<file path="config.mk">
export PLATFORM = sky130hd
export DESIGN_NAME = cwts_ram
export DESIGN_NICKNAME = d
export VERILOG_FILES = /design/src/hdl/cwts_ram.sv
export SDC_FILE = /design/constraint.sdc
export NUM_CORES = 1
export LEC_CHECK = 0
export BUFFER_PORTS_ARGS = -buffer_cell sky130_fd_sc_hd__clkbuf_2
export CORE_MARGIN = 2
export CORE_UTILIZATION = 45
export DETAILED_ROUTE_END_ITERATION = 12
export HOLD_SLACK_MARGIN = 0.05
export SLEW_MARGIN = 40
export SYNTH_ARGS = -nofsm -noshare
export SYNTH_HDL_FRONTEND = slang
export SYNTH_SLANG_ARGS = --single-unit
</file>
<file path="constraint.sdc">
create_clock -name clock -period 5.2 [get_ports clock]
set_clock_uncertainty 0.1 [all_clocks]
set_input_delay 0.52 -clock clock [delete_from_list [all_inputs] [get_ports clock]]
set_output_delay 0.52 -clock clock [all_outputs]
set_load 0.005 [all_outputs]
</file>
<file path="src/hdl/cwts_ram.sv">
// Generic single-write, single-read RAM with registered read data.
module cwts_ram #(
   parameter int WIDTH = 8,
   parameter int DEPTH = 16
) (
   input  logic                     clock,
   input  logic                     wr_en,
   input  logic [$clog2(DEPTH)-1:0] wr_addr,
   input  logic [WIDTH-1:0]         wr_data,
   input  logic [$clog2(DEPTH)-1:0] rd_addr,
   output logic [WIDTH-1:0]         rd_data
);

   logic [WIDTH-1:0] mem_ff [DEPTH];
   logic [WIDTH-1:0] rd_data_ff;

   always_ff @(posedge clock) begin
      if (wr_en) begin
         mem_ff[wr_addr] <= wr_data;
      end
      rd_data_ff <= mem_ff[rd_addr];
   end

   assign rd_data = rd_data_ff;

endmodule

</file>
==> impl_results.md, run 1 <==
* Post-route cell area at 0.00599 sq mm
* Fin worst setup slack at 3210 ps
* P_leak at 1.99 nW
* Antenna violations before repair at 0
* Total GRT Usage at 17.1%
* Setup slack at placement at 2790 ps
* Avg Cell Area, Syn at 22.5 sq um
* Post-CTS setup buffer count at 0
* ANT cells at 0
* Crit Path Max Fanout at 32
* Syn Nets at 247
* FILL cells at 879
* Sum of negative setup slack at 0 ps
* Req. time, crit path at 5380 ps
* Net switching power at 484 uW
* Share of cells above drive strength 1 at 30.7%
* Die area at 0.0123 sq mm
* Clock root buffer: clkbuf_16
* Worst skew pair latency at 400 ps
* Peak VDD IR at 0.000204 V
* Final setup viols at 0
* Area after DPL at 0.00542 sq mm
* GPL Wtd Cong at 0.714
* Total design power at 2.47 mW
* Post-DP HPWL at 6000 um
* Hold Fails Final Rpt at 0
* Yosys cell types at 19
* CTS Buffer Depth at 2
* Worst-Margin Slew at 828 ps
* Routed wire length per instance at 23.2 um
* Final count of pins violating max slew at 0
* Largest net degree at the start of global routing at 33
* Core ar. at 0.0113 sq mm
* Post-Syn Instances at 229
* Sequential share of power at 50.0%
* Detailed Route WL at 9800 um
* I/O pin cnt at 26
* I/O Buffers at 25
* Sequential share of the synthesized area at 77.8%
* Hold_ws at 433 ps
* Number of cell rows at 39
* Via count at 2,358
* DRT iter0 DRCs at 149
* RSZ-0062 raised after global routing: no
* Area grow syn2layout at 16.3%
* CTS tree: yes
* Clock share of power at 45.7%
* Period utilization at 38.3%
* Dpl cells at 391
* Crit-path leading delay family: multiplexers
* Hold Buf Count CTS at 0
* Chip Height at 111 um
* CTS buffer count at 17
* Overflow after GRT at 0
* Fin crit period at 1990 ps
* Synthesis Warnings at 0
* Worst Path Buf+Inv at 2
* Relative slew margins at 44.6%
* Yosys reg bits at 136
* CP startpoint kind: input pin
* Most frequent cells in the layout: edfxtp_1, clkbuf_2, mux4_2
* Crit Path Class: input pin to flip-flop
* Die W at 111 um
* Drc violations at 0
* # H-tree levels at 4
* Pre-Repair DR Iteration Count at 4
* HP Class: input pin to flip-flop
* FMAX at 502 MHz
* Worst Path Arrival at 2170 ps
* CP Cell Sequence: clkbuf_2 > buf_4 > mux4_1 > a22oi_1 > nand2_1
* Critical Path End Type: flip-flop
* Max Cap Viol at 0
* Synthesized area at 0.00515 sq mm
* Clock tree sinks at 136
* Commonest non-fill, non-tap cell in the layout: edfxtp_1
* Switching share of power at 19.6%
* Final nets at 285
* PD cells at 412 mW/mm^2
* Clock transition at path regs at 60 ps
* Number of global-route vias before repair at 2,475
* P_int at 1.98 mW
* CP max stage delay at 670 ps
* CTS-repair resized insts at 0
* Comb power frac at 4.4%
* Starting Density at 45.7%
* Antenna viol nets, final at 0
* Finished Layout Cells at 423
* First-pass GRT wire length at 14,800 um
* Status: finished, final reports clean
* Vias per cell at 5.57
* Post-layout util at 53.1%
* Crit-path slowest cell: mux4_1
[metal layers]
layer | vias to the layer above | part of all wire [%] | GRT usage (%)
met3 | 12 | 3.9 | 4.87
li1 | 1054 | - | -
met4 | 0 | 1.8 | 7.42
met1 | 1232 | 45 | 23.5
met5 | - | 0 | 0
met2 | 60 | 49 | 25.7
[cell usage after synthesis]
master	count	area [sq um]
nor3_1	4	20.0
nand3_1	1	5.00
a22oi_1	16	120
buf_4	1	7.51
nand2b_1	2	12.5
nor2_1	13	48.8
edfxtp_1	128	3840
buf_2	3	15.0
and2_1	1	6.26
nor2b_1	1	6.26
buf_6	3	33.8
clkdlybuf4s25_2	3	30.0
mux4_2	18	405
and2b_1	1	7.51
dfxtp_1	8	160
nand2_1	9	33.8
nand3b_1	2	15.0
mux4_1	14	368
or3b_2	1	8.76
[cell type report]
cell class                      instances  area, sq um  area share [%]
Sequential cell                       136         4000            66.9
Tap cell                              143          179            2.99
Clock buffer                           22          454            7.58
Clock inverter                         10          104            1.73
Timing Repair Buffer                   29          158            2.63
Multi-Input combinational cell         83         1090            18.2
[power by group through the flow]
stage	combinational, mW	clock, mW	sequential, mW
global route	0.119	1.19	1.23
finish	0.108	1.13	1.23
CTS	0.110	1.14	1.23
global placement	0.107	0	1.25
detailed placement	0.109	0	1.26
floorplan	0.0622	0	1.25
[sequential cells by signal (all words and copies together) (netlist names)]
signal   cells
mem_ff     128
rd_data      8
[kinds of logic (layout without fill, tap and decap cells)]
kind of cell           after synthesis  count (layout)  synth area share [%]
multiplexers                        32              32                  15.0
AND/OR/NAND/NOR                     35              35                  3.18
flip-flops                         136             136                  77.8
AO/OA/AOI/OAI                       16              16                  2.33
buffers and inverters               10              61                  1.68
[final timing paths]
check / from / endpoint / slack, ps / cells after the start
max: rd_addr[0] / rd_data[2] / 3210 / 5
min: wr_data[0] / mem_ff[1][0] / 430 / 1
max reg2reg: mem_ff[5][2] / rd_data[2] / 3680 / 3
min reg2reg: mem_ff[8][3] / rd_data[3] / 570 / 3
Note: power is estimated with default switching activity, not from simulation.
==> run 2: changes to the inputs <==
ABC_AREA = 1   (was default)
clock period = 2.07 ns   (was 5.2 ns; I/O delays follow)
==> run 2 against run 1 <==
- global-route usage up 3.8 points
- design area up 10%
- hold slack worse by 320 ps
- sequential power rose to 2.5 times the previous value
- wire length up 34%
- synthesized cell count up 140%
- highest routed layer unchanged
==> impl_results.md, run 2 <==
* Final nets at 606
* Starting Density at 45.9%
* Synthesis Warnings at 0
* Syn Nets at 569
* Worst skew pair latency at 410 ps
* Antenna viol nets, final at 0
* Chip Height at 117 um
* Vias per cell at 4.93
* Dpl cells at 741
* RSZ-0062 raised after global routing: no
* FMAX at 793 MHz
* Number of cell rows at 41
* Synth area leaders: edfxtp_1, nand2_1, nand3_1, inv_1, dfxtp_1
* Worst R2R Setup Slack at 950 ps
* Synthesized area at 0.00577 sq mm
* Antenna violations before repair at 0
* Die W at 117 um
* Biggest register: mem_ff
* Yosys top cell by area: edfxtp_1
* Final setup viols at 0
* Levels on crit path at 1
* Max Cap Viol at 0
* Clock tree sinks at 136
* I/O Buffers at 25
* FILL cells at 1,135
* Final count of pins violating max slew at 0
* Setup slack at placement at 546 ps
* Status: finished, final reports clean
* Sum of negative setup slack at 0 ps
* CTS-repair resized insts at 0
* Fin worst setup slack at 809 ps
* HP Class: input pin to flip-flop
* ANT cells at 0
* Post-route cell area at 0.00662 sq mm
* Crit-path slowest cell: dfxtp_1
* Post-CTS setup buffer count at 0
* Yosys cell types at 12
* Relative slew margins at 56.4%
* I/O pin cnt at 26
* Worst Path Arrival at 950 ps
* Commonest cells in the netlist: nand2_1, edfxtp_1, inv_1, nand3_1, nor2_1
* CP max stage delay at 400 ps
* Detailed Route WL at 13,100 um
* DRT iter0 DRCs at 283
* Clock root buffer: clkbuf_16
* First-pass GRT wire length at 20,400 um
* Total GRT Usage at 20.8%
* Yosys reg bits at 136
* Crit Path Class: flip-flop to primary output
* Largest net degree at the start of global routing at 65
* Hold_ws at 109 ps
* Ys async rst share at 0%
* P_leak at 2.87 nW
* Launch point of the worst reg-to-reg path: mem_ff[1][1]
* Overflow after GRT at 0
* Crit-path leading delay family: flip-flops
* Die area at 0.0137 sq mm
* GPL Wtd Cong at 0.810
* CTS buffer count at 17
* Reg2reg end: rd_data[1]
* Hold Buf Count CTS at 0
* Area grow syn2layout at 14.7%
* Pre-Repair DR Iteration Count at 7
* Post-DP HPWL at 8100 um
* Fin crit period at 1260 ps
* Share of the synthesized area in the top cell type at 66.7%
* Number of global-route vias before repair at 3,739
* EDFF count, synth at 128
* Clock transition at path regs at 50 ps
* # H-tree levels at 4
* Finished Layout Cells at 773
* Critical Path End Type: primary output
* Sequential share of the synthesized area at 69.4%
* R2R cell count at 6
* Routed wire length per instance at 17.0 um
* Most frequent cells in the layout: nand2_1, edfxtp_1, inv_1
* Worst Path Buf+Inv at 1
* Share of cells above drive strength 1 at 11.5%
* Crit Path Max Fanout at 1
* Hold Fails Final Rpt at 0
* PD cells at 928 mW/mm^2
* Via count at 3,812
* Avg Cell Area, Syn at 10.5 sq um
* Worst-Margin Slew at 651 ps
* Area after DPL at 0.00609 sq mm
* Post-Syn Instances at 551
* CTS Buffer Depth at 2
* CP Cell Sequence: clkbuf_2
* Number of flip-flops in the largest register at 128
* Period utilization at 60.9%
* Req. time, crit path at 1760 ps
* Predominant post-synthesis flop cell: edfxtp_1
* Critical path destination: rd_data[0]
* Peak VDD IR at 0.000487 V
* Drc violations at 0
* CP startpoint kind: flip-flop
* Most frequent cell after synthesis: nand2_1
* CTS tree: yes
* Crit. Startpoint: rd_data[0]
* Commonest non-fill, non-tap cell in the layout: nand2_1
* Core ar. at 0.0126 sq mm
[run 2: per-stage QoR]
stage / total power, mW / util (%)
2_1_floorplan: 3.37 / -
4_1_cts: 6.18 / 52.6
5_1_grt: 6.34 / 52.6
3_5_place_dp: 3.53 / 48.5
6_report: 6.14 / 52.6
3_3_place_gp: 3.52 / 48.5
[run 2: final cells by class]
class / instances / area (sq um) / share of cell area, %
Tap cell: 172 / 215 / 3.25
Clock inverter: 12 / 85.1 / 1.29
Inverter: 102 / 383 / 5.79
Timing Repair Buffer: 42 / 278 / 4.20
Clock buffer: 20 / 437 / 6.60
Multi-Input combinational cell: 289 / 1210 / 18.3
Sequential cell: 136 / 4000 / 60.5
[run 2: worst min-delay path by stage]
stage                     cells after the start  startpoint            to  slack, ps
after floorplan                               0  wr_data[0]  mem_ff[0][0]        210
after global placement                        1  rd_data[1]    rd_data[1]        480
after detailed placement                      1  rd_data[1]    rd_data[1]        480
after CTS                                     3  rd_addr[3]    rd_data[5]        100
after global routing                          3  rd_addr[3]    rd_data[5]        130
final                                         3  rd_addr[3]    rd_data[5]        110
[run 2: routing by layer]
layer	track usage [%]	vias up	part of all wire, %
met4	8.39	0	2.4
met3	4.07	24	4.9
met1	26.7	1829	43
met5	0	-	0
met2	35.0	113	50
li1	-	1846	-
[run 2: logic make-up (layout without fill, tap and decap cells)]
logic type / after synthesis / count (layout) / share of synthesized area [%]
buf+inv: 126 / 176 / 9.52
simple gates: 289 / 289 / 21.0
flops: 136 / 136 / 69.4
[run 2: where the power goes]
group | switching (mW) | internal, mW | total (mW)
sequential | 0.0246 | 3.08 | 3.11
clock | 1.05 | 1.62 | 2.67
combinational | 0.255 | 0.109 | 0.364
total | 1.33 | 4.81 | 6.14
==> run 3: changes to the inputs <==
clock period = 1.3 ns   (was 2.07 ns; I/O delays follow)
==> run 3 against run 2 <==
- critical path depth grew 6
- largest cell class unchanged
- critical path type is now input pin to flip-flop
- non-clock buffer count grew 20
- sequential power grew 59%
- count of clock-buffer cells in the layout shrank 3
- die area is the same
==> impl_results.md, run 3 (synthesis results as in run 2) <==
* Launch point of the worst reg-to-reg path: mem_ff[5][7]
* Antenna violations before repair at 0
* Post-CTS setup buffer count at 0
* CTS tree: yes
* RSZ-0062 raised after global routing: no
* Post-layout util at 54.8%
* Post-DP HPWL at 8280 um
* Chip Height at 117 um
* P_leak at 3.01 nW
* Clock tree sinks at 136
* Setup slack at placement at -9.92 ps
* Sum of negative setup slack at 0 ps
* I/O pin cnt at 26
* ANT cells at 0
* Reg2reg end: rd_data[7]
* Number of flip-flops in the largest register at 128
* Crit Path Max Fanout at 16
* Clock share of power at 45.4%
* Clock transition at path regs at 60 ps
* Worst R2R Setup Slack at 250 ps
* Final count of pins violating max slew at 0
* Finished Layout Cells at 793
* Detailed Route WL at 12,800 um
* Comb power frac at 6.3%
* Share of cells above drive strength 1 at 14.8%
* Sequential share of power at 48.3%
* Pre-Repair DR Iteration Count at 5
* Hold Fails Final Rpt at 0
* Critical Path End Type: flip-flop
* Clock root buffer: clkbuf_16
* DRT iter0 DRCs at 218
* HP Class: input pin to flip-flop
* Hold EP: mem_ff[1][3]
* Worst-Margin Slew at 442 ps
* Most used cell, CP: nand3_1
* Status: finished, final reports clean
* Most frequent cells in the layout: nand2_1, edfxtp_1, inv_1
* PD cells at 1480 mW/mm^2
* CTS-repair resized insts at 0
* Crit Path Class: input pin to flip-flop
* Final nets at 626
* R2R cell count at 6
* Period utilization at 90.8%
* Switching share of power at 22.1%
* CP max stage delay at 530 ps
* Hold Crit Start: wr_data[3]
* CP startpoint kind: input pin
* Total GRT Usage at 20.5%
* # H-tree levels at 4
* Hold Path Cell Cnt at 1
* Total design power at 10.2 mW
* Number of cell rows at 41
* P_int at 7.95 mW
* Fin worst setup slack at 119 ps
* Core ar. at 0.0126 sq mm
* Peak VDD IR at 0.000905 V
* Commonest non-fill, non-tap cell in the layout: nand2_1
* CTS Buffer Depth at 2
* Fin crit period at 1180 ps
* Drc violations at 0
* Crit-path slowest cell: dlygate4sd3_1
* Die area at 0.0137 sq mm
* Net switching power at 2.26 mW
* GPL Wtd Cong at 0.859
* Worst skew pair latency at 420 ps
* Starting Density at 45.9%
* Area grow syn2layout at 19.5%
* CP Cell Sequence: dlygate4sd3_1 > clkbuf_2 > inv_1 > buf_12 > nand3_1 > nand3_1 > nand2_1
* FILL cells at 1,107
* Final setup viols at 0
* CTS buffer count at 17
* Die W at 117 um
* Antenna viol nets, final at 0
* Number of global-route vias before repair at 3,840
* Biggest register: mem_ff
* I/O Buffers at 25
* Relative slew margins at 70.5%
* Vias per cell at 4.89
* Hold Buf Count CTS at 2
* First-pass GRT wire length at 20,400 um
* Worst Path Arrival at 1390 ps
* Overflow after GRT at 0
* Largest net degree at the start of global routing at 41
* FMAX at 847 MHz
* Max Cap Viol at 0
* Routed wire length per instance at 16.1 um
* Dpl cells at 759
* Req. time, crit path at 1510 ps
* Via count at 3,875
run 3: changes by cell type in the layout (fill, tap and decap cells not counted):
cell | previous run | this run
buf_12 | 2 | 7
clkinvlp_4 | 2 | 5
dlygate4sd3_1 | 0 | 2
inv_6 | 0 | 2
clkbuf_1 | 3 | 0
clkinv_2 | 5 | 1
clkinv_4 | 0 | 3
buf_4 | 15 | 28
clkinv_1 | 4 | 2
bufinv_16 | 1 | 2
run 3: metal layers:
layer / global-route usage, % / wire, um / vias to the layer above
met5: 0 / 0 / -
met4: 6.82 / 245 / 0
met1: 27.0 / 5520 / 1843
met3: 4.69 / 729 / 17
met2: 33.9 / 6290 / 126
li1: - / - / 1889
run 3: worst max-delay path by stage:
stage / start / endpoint / slack, ps / cells after the start
3_5_place_dp: wr_addr[2] / mem_ff[11][5] / -10 / 4
3_3_place_gp: rd_addr[0] / rd_data[7] / 60 / 9
4_1_cts: rd_addr[2] / rd_data[5] / 140 / 7
6_report: rd_addr[2] / rd_data[5] / 120 / 7
2_1_floorplan: wr_addr[2] / mem_ff[10][0] / 120 / 2
5_1_grt: rd_addr[2] / rd_data[0] / 90 / 7
run 3: stage by stage:
stage	hold slack, ps	instance area [sq um]
2_1_floorplan	129	5770
3_3_place_gp	403	6290
3_5_place_dp	403	6290
4_1_cts	101	6890
5_1_grt	102	6890
6_report	84.7	6890
run 3: final cells by class:
type | instances | area (sq um) | share of cell area [%]
inverter | 102 | 383 | 5.56
sequential | 136 | 4000 | 58.1
clock buffer | 17 | 425 | 6.17
timing repair buffer | 62 | 495 | 7.19
clock inverter | 15 | 154 | 2.23
multi-input combinational | 289 | 1210 | 17.6
tap | 172 | 215 | 3.12
run 3: critical path: cells and delay by family:
| family | cells | cell delay (ps) |
|---|---|---|
| AND/OR/NAND/NOR | 3 | 300 |
| buffers and inverters | 4 | 950 |
run 3: power by group through the flow:
stage | Clock (mW) | Combinational (mW) | Sequential [mW]
2_1_floorplan | 0 | 0.346 | 5.02
3_3_place_gp | 0 | 0.628 | 5.02
3_5_place_dp | 0 | 0.638 | 5.03
4_1_cts | 4.69 | 0.647 | 4.94
5_1_grt | 4.92 | 0.716 | 4.94
6_report | 4.63 | 0.643 | 4.93
